$ cat src/hw/rtl/kfq_pkg.sv
// Shared types and constants of the keyed FIFO queue.
package kfq_pkg;

  localparam int unsigned DefaultDepth = 16;
  localparam int unsigned KeyW = 32;
  localparam int unsigned CmdW = 3;
  localparam int unsigned StatusW = 2;

  typedef enum logic [CmdW-1:0] {
    CMD_ENQUEUE = 3'd0,
    CMD_DEQUEUE = 3'd1,
    CMD_PEEK    = 3'd2,
    CMD_FIND    = 3'd3,
    CMD_REMOVE  = 3'd4
  } cmd_e;

  typedef enum logic [StatusW-1:0] {
    STAT_OK        = 2'd0,
    STAT_EMPTY     = 2'd1,
    STAT_NOT_FOUND = 2'd2,
    STAT_FULL      = 2'd3
  } status_e;

  typedef enum logic [1:0] {
    OP_HOLD   = 2'd0,
    OP_PUSH   = 2'd1,
    OP_POP    = 2'd2,
    OP_ROTATE = 2'd3
  } op_e;

  typedef enum logic {
    ST_IDLE   = 1'b0,
    ST_SEARCH = 1'b1
  } state_e;

  typedef struct packed {
    op_e                   op;
    logic signed [KeyW-1:0] key;
    logic signed [KeyW-1:0] value;
  } cell_ctl_t;

  typedef struct packed {
    status_e                status;
    logic signed [KeyW-1:0] key_out;
    logic signed [KeyW-1:0] value_out;
  } rsp_t;

endpackage

$ cat src/hw/rtl/kfq_if.sv
// Handshake interfaces of the command and result channels.
interface kfq_cmd_if;
  logic                   valid;
  logic                   ready;
  logic [2:0]             command;
  logic signed [31:0]     key_in;
  logic signed [31:0]     value_in;

  modport source (output valid, command, key_in, value_in, input ready);
  modport sink (input valid, command, key_in, value_in, output ready);
endinterface

interface kfq_rsp_if;
  logic                   valid;
  logic                   ready;
  logic [1:0]             status;
  logic signed [31:0]     key_out;
  logic signed [31:0]     value_out;

  modport source (output valid, status, key_out, value_out, input ready);
  modport sink (input valid, status, key_out, value_out, output ready);
endinterface

$ cat src/hw/rtl/keyed_fifo_queue.sv
// Top level of the keyed FIFO queue: command decode, search sequencer and cell chain.
//
// Usage: commands arrive as beats on cmd_i (enqueue, dequeue, peek front,
// find by key, remove by key) and every command yields exactly one result
// beat on rsp_o with a status and, where an entry is returned, its key and
// value. Entries live in a chain of Depth cells, oldest at cell zero.
// Enqueue, dequeue, peek and commands that meet an empty queue push their
// result into the result buffer in the same cycle as the command beat.
// Find and remove rotate the whole chain past the head comparator one cell
// per cycle: after the command beat they step through every entry while
// cmd_i.ready is low, and the result is pushed into the result buffer
// during the last step. Remove drops the oldest match during that rotation,
// so the remaining entries keep their order.
// Reset empties the queue and the result buffer.
// Results pass through a two-beat buffer, so one command is still taken
// while a result waits; when both buffer places are full, cmd_i.ready stays
// low until the receiver takes a beat.
module keyed_fifo_queue #(
  parameter int unsigned Depth = kfq_pkg::DefaultDepth
) (
  input  logic      clk_i,
  input  logic      rst_ni,
  kfq_cmd_if.sink   cmd_i,
  kfq_rsp_if.source rsp_o
);
  import kfq_pkg::*;

  localparam int unsigned CntW = $clog2(Depth + 1);
  localparam logic [CntW-1:0] CntFull = CntW'(Depth);
  localparam logic [CntW-1:0] CntOne = CntW'(1);

  state_e                 state_q, state_d;
  logic [CntW-1:0]        count_q, count_d;
  logic [CntW-1:0]        steps_q, steps_d;
  logic                   found_q, found_d;
  logic                   rm_q, rm_d;
  logic signed [KeyW-1:0] srch_key_q, srch_key_d;
  logic signed [KeyW-1:0] hit_key_q, hit_key_d;
  logic signed [KeyW-1:0] hit_val_q, hit_val_d;

  logic [Depth-1:0]       occ;
  logic signed [KeyW-1:0] cell_key [Depth];
  logic signed [KeyW-1:0] cell_val [Depth];
  cell_ctl_t              ctl;
  logic                   cmd_fire;
  logic                   in_ready;
  logic                   buf_room;
  logic                   res_push;
  rsp_t                   res;
  logic                   is_search;
  logic                   hit;

  assign cmd_fire    = cmd_i.valid && cmd_i.ready;
  assign in_ready    = (state_q == ST_IDLE) && buf_room;
  assign cmd_i.ready = in_ready;
  assign is_search   = (cmd_e'(cmd_i.command) == CMD_FIND) ||
                       (cmd_e'(cmd_i.command) == CMD_REMOVE);
  assign hit         = !found_q && (cell_key[0] == srch_key_q);

  for (genvar i = 0; i < Depth; i++) begin : g_cell
    logic                   prev_occ;
    logic                   next_occ;
    logic signed [KeyW-1:0] next_key;
    logic signed [KeyW-1:0] next_val;

    if (i == 0) begin : g_first
      assign prev_occ = 1'b1;
    end else begin : g_mid
      assign prev_occ = occ[i-1];
    end

    if (i == Depth - 1) begin : g_last
      assign next_occ = 1'b0;
      assign next_key = '0;
      assign next_val = '0;
    end else begin : g_inner
      assign next_occ = occ[i+1];
      assign next_key = cell_key[i+1];
      assign next_val = cell_val[i+1];
    end

    kfq_cell u_cell (
      .clk_i       (clk_i),
      .rst_ni      (rst_ni),
      .ctl_i       (ctl),
      .prev_occ_i  (prev_occ),
      .next_occ_i  (next_occ),
      .next_key_i  (next_key),
      .next_value_i(next_val),
      .occ_o       (occ[i]),
      .key_o       (cell_key[i]),
      .value_o     (cell_val[i])
    );
  end

  always_comb begin
    state_d = state_q;
    case (state_q)
      ST_IDLE: begin
        if (cmd_fire && is_search && (count_q != '0)) begin
          state_d = ST_SEARCH;
        end
      end
      ST_SEARCH: begin
        if (steps_q == CntOne) begin
          state_d = ST_IDLE;
        end
      end
      default: begin
        state_d = ST_IDLE;
      end
    endcase
  end

  always_comb begin
    ctl.op        = OP_HOLD;
    ctl.key       = cell_key[0];
    ctl.value     = cell_val[0];
    res_push      = 1'b0;
    res.status    = STAT_OK;
    res.key_out   = '0;
    res.value_out = '0;
    count_d       = count_q;
    steps_d       = steps_q;
    found_d       = found_q;
    rm_d          = rm_q;
    srch_key_d    = srch_key_q;
    hit_key_d     = hit_key_q;
    hit_val_d     = hit_val_q;
    case (state_q)
      ST_IDLE: begin
        if (cmd_fire) begin
          res_push = 1'b1;
          case (cmd_e'(cmd_i.command))
            CMD_ENQUEUE: begin
              if (count_q == CntFull) begin
                res.status = STAT_FULL;
              end else begin
                ctl.op    = OP_PUSH;
                ctl.key   = cmd_i.key_in;
                ctl.value = cmd_i.value_in;
                count_d   = count_q + CntOne;
              end
            end
            CMD_DEQUEUE, CMD_PEEK: begin
              if (count_q == '0) begin
                res.status = STAT_EMPTY;
              end else begin
                res.key_out   = cell_key[0];
                res.value_out = cell_val[0];
                if (cmd_e'(cmd_i.command) == CMD_DEQUEUE) begin
                  ctl.op  = OP_POP;
                  count_d = count_q - CntOne;
                end
              end
            end
            CMD_FIND, CMD_REMOVE: begin
              if (count_q == '0) begin
                res.status = STAT_EMPTY;
              end else begin
                res_push   = 1'b0;
                steps_d    = count_q;
                found_d    = 1'b0;
                rm_d       = (cmd_e'(cmd_i.command) == CMD_REMOVE);
                srch_key_d = cmd_i.key_in;
                hit_key_d  = '0;
                hit_val_d  = '0;
              end
            end
            default: begin
              res.status = STAT_OK;
            end
          endcase
        end
      end
      ST_SEARCH: begin
        steps_d = steps_q - CntOne;
        if (hit) begin
          found_d   = 1'b1;
          hit_key_d = cell_key[0];
          hit_val_d = cell_val[0];
        end
        if (hit && rm_q) begin
          ctl.op  = OP_POP;
          count_d = count_q - CntOne;
        end else begin
          ctl.op = OP_ROTATE;
        end
        if (steps_q == CntOne) begin
          res_push      = 1'b1;
          res.status    = (found_q || hit) ? STAT_OK : STAT_NOT_FOUND;
          res.key_out   = hit ? cell_key[0] : hit_key_q;
          res.value_out = hit ? cell_val[0] : hit_val_q;
        end
      end
      default: begin
        ctl.op = OP_HOLD;
      end
    endcase
  end

  always_ff @(posedge clk_i or negedge rst_ni) begin
    if (!rst_ni) begin
      state_q <= ST_IDLE;
      count_q <= '0;
      steps_q <= '0;
      found_q <= 1'b0;
      rm_q    <= 1'b0;
    end else begin
      state_q <= state_d;
      count_q <= count_d;
      steps_q <= steps_d;
      found_q <= found_d;
      rm_q    <= rm_d;
    end
  end

  always_ff @(posedge clk_i) begin
    srch_key_q <= srch_key_d;
    hit_key_q  <= hit_key_d;
    hit_val_q  <= hit_val_d;
  end

  kfq_out_buf u_out_buf (
    .clk_i (clk_i),
    .rst_ni(rst_ni),
    .push_i(res_push),
    .data_i(res),
    .room_o(buf_room),
    .rsp_o (rsp_o)
  );

`ifndef ASSERT_OFF
  a_count_matches_cells: assert property (@(posedge clk_i) disable iff (!rst_ni)
    $countones(occ) == int'(count_q))
    else $error("Fill count disagrees with occupied cells.");

  a_head_occupied: assert property (@(posedge clk_i) disable iff (!rst_ni)
    (count_q == '0) == !occ[0])
    else $error("Head cell occupancy disagrees with empty state.");

  a_search_steps: assert property (@(posedge clk_i) disable iff (!rst_ni)
    (state_q == ST_SEARCH) |-> ((steps_q != '0) && (steps_q <= count_q)))
    else $error("Search step count out of range.");

  a_full_drop: assert property (@(posedge clk_i) disable iff (!rst_ni)
    (cmd_fire && (cmd_e'(cmd_i.command) == CMD_ENQUEUE) && (count_q == CntFull))
      |=> $stable(count_q))
    else $error("Enqueue into a full queue changed the fill count.");

  a_no_push_without_room: assert property (@(posedge clk_i) disable iff (!rst_ni)
    (res_push && (state_q == ST_IDLE)) |-> buf_room)
    else $error("Result beat pushed into a full buffer.");
`endif

endmodule

$ cat src/hw/rtl/kfq_cell.sv
// One storage cell of the queue chain, holding a single key-value pair.
module kfq_cell (
  input  logic                            clk_i,
  input  logic                            rst_ni,
  input  kfq_pkg::cell_ctl_t              ctl_i,
  input  logic                            prev_occ_i,
  input  logic                            next_occ_i,
  input  logic signed [kfq_pkg::KeyW-1:0] next_key_i,
  input  logic signed [kfq_pkg::KeyW-1:0] next_value_i,
  output logic                            occ_o,
  output logic signed [kfq_pkg::KeyW-1:0] key_o,
  output logic signed [kfq_pkg::KeyW-1:0] value_o
);
  import kfq_pkg::*;

  logic                   occ_q, occ_d;
  logic signed [KeyW-1:0] key_q, key_d;
  logic signed [KeyW-1:0] value_q, value_d;

  always_comb begin
    occ_d   = occ_q;
    key_d   = key_q;
    value_d = value_q;
    case (ctl_i.op)
      OP_PUSH: begin
        if (!occ_q && prev_occ_i) begin
          occ_d   = 1'b1;
          key_d   = ctl_i.key;
          value_d = ctl_i.value;
        end
      end
      OP_POP: begin
        occ_d   = next_occ_i;
        key_d   = next_key_i;
        value_d = next_value_i;
      end
      OP_ROTATE: begin
        if (occ_q && next_occ_i) begin
          key_d   = next_key_i;
          value_d = next_value_i;
        end else if (occ_q) begin
          key_d   = ctl_i.key;
          value_d = ctl_i.value;
        end
      end
      default: begin
        occ_d = occ_q;
      end
    endcase
  end

  always_ff @(posedge clk_i or negedge rst_ni) begin
    if (!rst_ni) begin
      occ_q <= 1'b0;
    end else begin
      occ_q <= occ_d;
    end
  end

  always_ff @(posedge clk_i) begin
    key_q   <= key_d;
    value_q <= value_d;
  end

  assign occ_o   = occ_q;
  assign key_o   = key_q;
  assign value_o = value_q;

endmodule

$ cat src/hw/rtl/kfq_out_buf.sv
// Two-beat result buffer that decouples the queue from the result receiver.
module kfq_out_buf (
  input  logic            clk_i,
  input  logic            rst_ni,
  input  logic            push_i,
  input  kfq_pkg::rsp_t   data_i,
  output logic            room_o,
  kfq_rsp_if.source       rsp_o
);
  import kfq_pkg::*;

  rsp_t       slot0_q, slot0_d;
  rsp_t       slot1_q, slot1_d;
  logic [1:0] cnt_q, cnt_d;
  logic       pop;

  assign pop = rsp_o.valid && rsp_o.ready;

  always_comb begin
    slot0_d = slot0_q;
    slot1_d = slot1_q;
    cnt_d   = cnt_q;
    case ({push_i, pop})
      2'b10: begin
        if (cnt_q == 2'd0) begin
          slot0_d = data_i;
        end else begin
          slot1_d = data_i;
        end
        cnt_d = cnt_q + 2'd1;
      end
      2'b01: begin
        slot0_d = slot1_q;
        cnt_d   = cnt_q - 2'd1;
      end
      2'b11: begin
        if (cnt_q == 2'd1) begin
          slot0_d = data_i;
        end else begin
          slot0_d = slot1_q;
          slot1_d = data_i;
        end
      end
      default: begin
        cnt_d = cnt_q;
      end
    endcase
  end

  always_ff @(posedge clk_i or negedge rst_ni) begin
    if (!rst_ni) begin
      cnt_q <= 2'd0;
    end else begin
      cnt_q <= cnt_d;
    end
  end

  always_ff @(posedge clk_i) begin
    slot0_q <= slot0_d;
    slot1_q <= slot1_d;
  end

  assign room_o          = (cnt_q != 2'd2);
  assign rsp_o.valid     = (cnt_q != 2'd0);
  assign rsp_o.status    = slot0_q.status;
  assign rsp_o.key_out   = slot0_q.key_out;
  assign rsp_o.value_out = slot0_q.value_out;

endmodule

$ cat src/flat_wrapper.sv
// flat-port wrapper written by rule: the top's interface ports become plain ports
module keyed_fifo_queue_flat import kfq_pkg::*;
#(
  parameter int unsigned Depth = kfq_pkg::DefaultDepth
)
  (clk_i, rst_ni, cmd_i_valid, cmd_i_command, cmd_i_key_in, cmd_i_value_in, cmd_i_ready, rsp_o_valid, rsp_o_status, rsp_o_key_out, rsp_o_value_out, rsp_o_ready);
  kfq_cmd_if cmd_i_i ();
  kfq_rsp_if rsp_o_i ();
  input  logic clk_i;
  input  logic rst_ni;
  input wire logic [$bits(cmd_i_i.valid)-1:0] cmd_i_valid;
  input wire logic [$bits(cmd_i_i.command)-1:0] cmd_i_command;
  input wire logic [$bits(cmd_i_i.key_in)-1:0] cmd_i_key_in;
  input wire logic [$bits(cmd_i_i.value_in)-1:0] cmd_i_value_in;
  output wire logic [$bits(cmd_i_i.ready)-1:0] cmd_i_ready;
  output wire logic [$bits(rsp_o_i.valid)-1:0] rsp_o_valid;
  output wire logic [$bits(rsp_o_i.status)-1:0] rsp_o_status;
  output wire logic [$bits(rsp_o_i.key_out)-1:0] rsp_o_key_out;
  output wire logic [$bits(rsp_o_i.value_out)-1:0] rsp_o_value_out;
  input wire logic [$bits(rsp_o_i.ready)-1:0] rsp_o_ready;
  assign cmd_i_i.valid = cmd_i_valid;
  assign cmd_i_i.command = cmd_i_command;
  assign cmd_i_i.key_in = cmd_i_key_in;
  assign cmd_i_i.value_in = cmd_i_value_in;
  assign cmd_i_ready = cmd_i_i.ready;
  assign rsp_o_valid = rsp_o_i.valid;
  assign rsp_o_status = rsp_o_i.status;
  assign rsp_o_key_out = rsp_o_i.key_out;
  assign rsp_o_value_out = rsp_o_i.value_out;
  assign rsp_o_i.ready = rsp_o_ready;
  keyed_fifo_queue #(.Depth(Depth)) u_core (.clk_i(clk_i), .rst_ni(rst_ni), .cmd_i(cmd_i_i), .rsp_o(rsp_o_i));
endmodule
$ cat config.mk
export PLATFORM = sky130hd
export DESIGN_NAME = keyed_fifo_queue_flat
export DESIGN_NICKNAME = d
export VERILOG_FILES = /design/src/hw/rtl/kfq_pkg.sv /design/src/hw/rtl/kfq_if.sv /design/src/hw/rtl/keyed_fifo_queue.sv /design/src/hw/rtl/kfq_cell.sv /design/src/hw/rtl/kfq_out_buf.sv /design/src/flat_wrapper.sv
export SDC_FILE = /design/constraint.sdc
export NUM_CORES = 2
export LEC_CHECK = 0
export BUFFER_PORTS_ARGS = -buffer_cell sky130_fd_sc_hd__buf_2
export CAP_MARGIN = 20
export CORE_UTILIZATION = 47
export DETAILED_ROUTE_END_ITERATION = 6
export PLACE_DENSITY_LB_ADDON = 0.1
export SYNTH_ARGS = -nofsm -noshare
export SYNTH_HDL_FRONTEND = slang
export SYNTH_SLANG_ARGS = --single-unit
$ cat constraint.sdc
create_clock -name clk_i -period 11 [get_ports clk_i]
set_input_delay 1.1 -clock clk_i [delete_from_list [all_inputs] [get_ports clk_i]]
set_output_delay 1.1 -clock clk_i [all_outputs]
set_load 0.02 [all_outputs]
# After elaboration in Yosys (flattened, before gate mapping)
# Index checks and enable logic that the tools add are counted.
# word_totals
reg_bits	1283
wordCells	447
# classes
addsub	5
n_eq_ne	59
mux	213
n_bitwise	2
n_reduce_logical	105
# ops
operator	count
$mux W32	99
$pmux W32 S3	32
$mux W66	7
$pmux W66 S2	2
$mux W64	4
$pmux W66 S3	1
$pmux W32 S2	2
$mux W65	1
$ne A3 B3 Y1 const B	19
$reduce_and A3 Y1	18
$ne A2 B2 Y1 const B	25
$mux W5	8
$pmux W1 S2	19
$logic_and A1 B1 Y1	37
$eq A32 B32 Y1	1
$reduce_and A2 Y1	16
$pmux W5 S2	3
$mux W1	27
$logic_not A1 Y1	16
$pmux W2 S2	4
$sub A5 B1 Y5 const B	2
$eq A2 B2 Y1 const B	4
$mux W2	4
$reduce_and A4 Y1	2
other kinds (21)	31

# Longest topological paths before layout
# logic_depth
ltp_word	9
ltp_mapped	18

# Modules after synthesis
# From an unflattened synthesis, not the netlist that was laid out.
# hier_totals
hier_cells	5629
hier_area_um2	72559.6
# modules_own_cells
mod	instances	cells_each	area_each_um2	seq_area_each_um2
kfq_cell	16	294	3721.1	1946.9
keyed_fifo_queue	1	537	6548.8	3208.1
kfq_out_buf	1	388	6473.7	4013.8

# Worst setup path before layout
# Ideal clock, no wire load.
# synth_path
path_type	input -> register
start	input cmd_i_command[2]
end	register u_core.g_cell[1].u_cell.key_q[0], enable pin
arrival_time_ps	7867
required_time_ps	10418
slack_ps	2552
path_stages	11
cell_sequence	clkbuf_1 -> or3_4 -> a211oi_2 -> buf_6 -> buf_8 -> o21a_1 -> inv_1 -> ha_1 -> clkbuf_1 -> clkbuf_1 -> a211oi_1
# synth_between
elab_chain_len	9
elab_cells_between_ends	16
classes_between	eq/ne: 7; mux: 5; reduce/logical: 4
# synth_rtl
item	line	text
from (decl)	flat_wrapper.sv:12	input wire logic [$bits(cmd_i_i.command)-1:0] cmd_i_command;
$eq A3 B1 Y1	keyed_fifo_queue.sv:134, keyed_fifo_queue.sv:151	
$mux W2	keyed_fifo_queue.sv:151	if (cmd_e'(cmd_i.command) == CMD_DEQUEUE) begin
$mux W2	keyed_fifo_queue.sv:146	if (count_q == '0) begin
$pmux W2 S2 *	keyed_fifo_queue.sv:134	case (cmd_e'(cmd_i.command))
$mux W66 *	keyed_fifo_queue.sv:132	if (cmd_fire) begin
$pmux W2 S2 *	keyed_fifo_queue.sv:130	case (state_q)
$eq A2 B2 Y1 / $eq A2 B1 Y1 (equally long branches)	kfq_cell.sv:24	case (ctl_i.op)
$ne A3 B3 Y1 (no line) (tied with other cells)	n/a	
$reduce_and A3 Y1 (no line) *	n/a	
to (signal assigned)	kfq_cell.sv:61	key_q <= key_d;
to (decl)	kfq_cell.sv:17	logic signed [KeyW-1:0] key_q, key_d;
# Mark *: on every way between the ends. The rest lies on a longest branch, timed or not.
# A chain may end at the register's enable or synchronous reset.

# Final worst setup path
# layout_path
start	register u_core.state_q
end	register u_core.g_cell[14].u_cell.key_q[14] (data pin)
# layout_between
elab_chain_len	8
elab_cells_between_ends	13
classes_between	eq/ne: 3; mux: 7; bitwise: 1; reduce/logical: 2
# layout_rtl
item	line	text
from (decl)	keyed_fifo_queue.sv:32	state_e state_q, state_d;
from (signal assigned)	keyed_fifo_queue.sv:210	state_q <= state_d;
$not A1 Y1 (no line)	n/a	
$logic_and A1 B1 Y1	keyed_fifo_queue.sv:54	assign in_ready = (state_q == ST_IDLE) && buf_room;
$logic_and A1 B1 Y1	keyed_fifo_queue.sv:53	assign cmd_fire = cmd_i.valid && cmd_i.ready;
$mux W66	keyed_fifo_queue.sv:132	
$mux W64	keyed_fifo_queue.sv:130	
$mux W32	kfq_cell.sv:41	end else if (occ_q) begin
$mux W32	kfq_cell.sv:38	if (occ_q && next_occ_i) begin
$pmux W32 S3 *	kfq_cell.sv:24	
named net u_core.g_cell[14].u_cell.key_d[14]	kfq_cell.sv:17	
to (signal assigned)	kfq_cell.sv:61	
to (decl)	kfq_cell.sv:17	
# Mark *: on every way through the listed nets, which the timed path passes. The rest lies on a longest branch. The select of a mux whose other input is x is not followed.

==> metrics.yaml <==
run_status:
  outcome: "finished clean"
synthesis:
  yosysUniqueCellTypes: 59
  synth_ff_type: "edfxtp_1"
  yosysTopAreaCellShare_pct: 56.9
  synth_warnings: 0
  synth.largest_area_cell: "edfxtp_1"
  synth_async_sr_flop_share_pct: 2.42
  synth.cell_area_sq_mm: 0.0661
  synth_area_leaders: "edfxtp_1 57%, a221o_1 15%, nand2_1 7.2%, o21ai_1 7.0%, clkbuf_1 3.0%"
  ys_ff_latch: 1283
  syn_nets: 6036
  syn_avg_cell_area_sq_um: 11.1
  synth_edf_count: 1252
  syn_inst: 5950
  ys_seq_area_share_pct: 58.1
floorplanning:
  start_util_pct: 47.4
  chipWidth_um: 377
  rows: 137
  dieArea_sq_mm: 0.142
  fp.dieH_um: 377
  io_pins: 139
  coreArea_sq_mm: 0.140
setup_path:
  cpMaxStageDelayCell: "buf_4"
  cp.required_ns: 11.63
  cp_common_cell: "buf_4"
  critPathKind: "flip-flop to flip-flop"
  cp-end-kind: "flip-flop"
  arrival_ns: 6.84
  path_max_fanout: 94
  cp_cell_sequence: "nor2_4, nand2_2, or3_4, a211oi_4, buf_12, o21a_1, ha_4, buf_4, buf_4, buf_4, a221o_1"
  start_kind: "flip-flop"
  cpPeakStageDelay_ns: 0.93
clocking:
  tritoncts: "done"
  clk_pin_slew_worst_paths_ns: 0.06
  post_cts_resized: 0
  cts_buffers: 143
  clock_path_buffers: 3
  cts_hold_buf: 0
  post_cts_buffers: 0
  cts_root_buf: "clkbuf_16"
  htreeDepth: 4
  cts_sinks: 1283
  clk_latency_ns: 0.80
global_routing:
  grt_first_pass_wirelength_um: 298000
  grt_max_degree: 204
  antenna_found_initial: 7
  groute.usage.overall_pct: 27.6
  grt_overflow: 0
  grt_pass1_vias: 44900
final_layout:
  mostFrequentLayoutCells: "1275 x nand2_1, 1252 x edfxtp_1, 961 x a221o_1"
  fin_cells: 7723
  final_nets: 5816
  layout_commonest_cell: "nand2_1"
  area_growth_pct: 9.54
  drive_gt1_share_pct: 11.2
  fin_util_pct: 51.9
timing:
  clock_skew_ns: 0.0386
  finalMaxSlewViolations: 0
  period_needed_ns: 6.21
  fin_setup_tns_ns: 0
  hold_viol: 0
  rsz0062_at_grt: "false"
  max_slew_margin_pct: 18.6
  worstMarginPinSlew_ns: 1.22
  period_share_pct: 56.5
  final-setup-viol-count: 0
  max_freq_mhz: 161
drt:
  avgRoutedWirePerCell_um: 26.0
  drt.antenna.violating_nets: 0
  drt_iter0_markers: 6126
  drc: 0
  via_per_inst: 6.43
  drtPass1Iterations: 6
  num_vias: 49700
  wl_um: 201000
placed_design:
  portBuffers: 138
  hpwl_um: 111000
  gp_congestion: 0.786
  placed_cells: 7438
worst_hold_path:
  min_path_type: "input port to async pin"
run:
  cap_violations: 0
## final cells by class
class / count / area [sq um]
diodes: 3 / 7.51
multi-input cells: 3972 / 25100
clock inverters: 57 / 367
fillers: 12100 / 67100
well taps: 1876 / 2350
inverters: 33 / 124
repair buffers: 297 / 2120
flip-flops and latches: 1283 / 38400
clock buffers: 202 / 3920
## final timing paths
check | from | end | slack [ns] | cells past startpoint
min in group clk_i | u_core.u_out_buf.cnt_q[0]$_DFFE_PN0P_ | u_core.u_out_buf.cnt_q[0]$_DFFE_PN0P_ | 0.51 | 1
worst max-delay path | u_core.state_q$_DFF_PN0_ | u_core.g_cell[14].u_cell.key_o[14]$_DFFE_PP_ | 4.79 | 11
worst min-delay path | rst_ni | u_core.g_cell[8].u_cell.occ_o$_DFFE_PN0P_ | 0.46 | 1
worst min register to register | u_core.u_out_buf.cnt_q[0]$_DFFE_PN0P_ | u_core.u_out_buf.cnt_q[0]$_DFFE_PN0P_ | 0.51 | 1
max in group asynchronous | rst_ni | u_core.state_q$_DFF_PN0_ | 9.98 | 1
worst max register to register | u_core.state_q$_DFF_PN0_ | u_core.g_cell[14].u_cell.key_o[14]$_DFFE_PP_ | 4.79 | 11
## stage by stage
| stage | cell area, sq um | hold slack [ns] | worst slack (ns) |
|---|---|---|---|
| 2_1_floorplan | 66100 | 0.471 | 2.55 |
| 3_3_place_gp | 67700 | 0.496 | 4.60 |
| 3_5_place_dp | 67800 | 0.497 | 4.59 |
| 4_1_cts | 72100 | 0.428 | 4.90 |
| 5_1_grt | 72400 | 0.487 | 4.56 |
| 6_report | 72400 | 0.458 | 4.79 |
## routing by layer
layer | GRT usage, % | wire [um] | up-vias
met3 | 3.93 | 13100 | 258
met1 | 39.8 | 90100 | 24600
met2 | 43.6 | 92700 | 1828
met4 | 7.32 | 4650 | 0
met5 | 0 | 0 | -
li1 | - | - | 22900
## state kept, by name (all words and copies together) (netlist names), 2 cells and up
name / flops
u_core.count_q: 5
u_core.g_cell.u_cell.key_o: 512
u_core.g_cell.u_cell.occ_o: 16
u_core.g_cell.u_cell.value_o: 512
u_core.hit_key_q: 32
u_core.hit_val_q: 32
u_core.srch_key_q: 32
u_core.steps_q: 5
u_core.u_out_buf.cnt_q: 2
u_core.u_out_buf.rsp_o.key_out: 32
u_core.u_out_buf.rsp_o.status: 2
u_core.u_out_buf.rsp_o.value_out: 32
u_core.u_out_buf.slot1_q: 66
## cells by family (layout without fill, tap and decap cells)
group,after synthesis,count (layout),synth area share (%)
AO/OA/AOI/OAI,2270,2270,25.1
XOR/XNOR,42,42,0.557
adder cells (fa/ha/maj),15,15,0.284
buffers and inverters,695,589,4.51
flip-flops,1283,1283,58.1
multiplexers,65,65,1.32
other,0,3,0
AND/OR/NAND/NOR,1580,1580,10.2
## Yosys cell counts (58+ instances only)
cell,n
mux2i_2,59
a221o_1,961
nor2_4,60
buf_2,64
buf_4,58
clkbuf_1,521
nand2_1,1275
o21ai_1,921
edfxtp_1,1252
a21oi_1,101
nor2_1,96
o21ai_0,160
## worst max-delay path, delay by kind of cell (launching register included)
family / cells / cell delay (ns)
compound gates: 3 / 0.87
fa+ha+maj: 1 / 0.52
buf+inv: 4 / 3.01
flops: 1 / 0.60
simple gates: 3 / 0.73
Power is left out: the tool's default activity adds up to more than one toggle a clock period on the data nets, which glitch-free logic cannot reach.
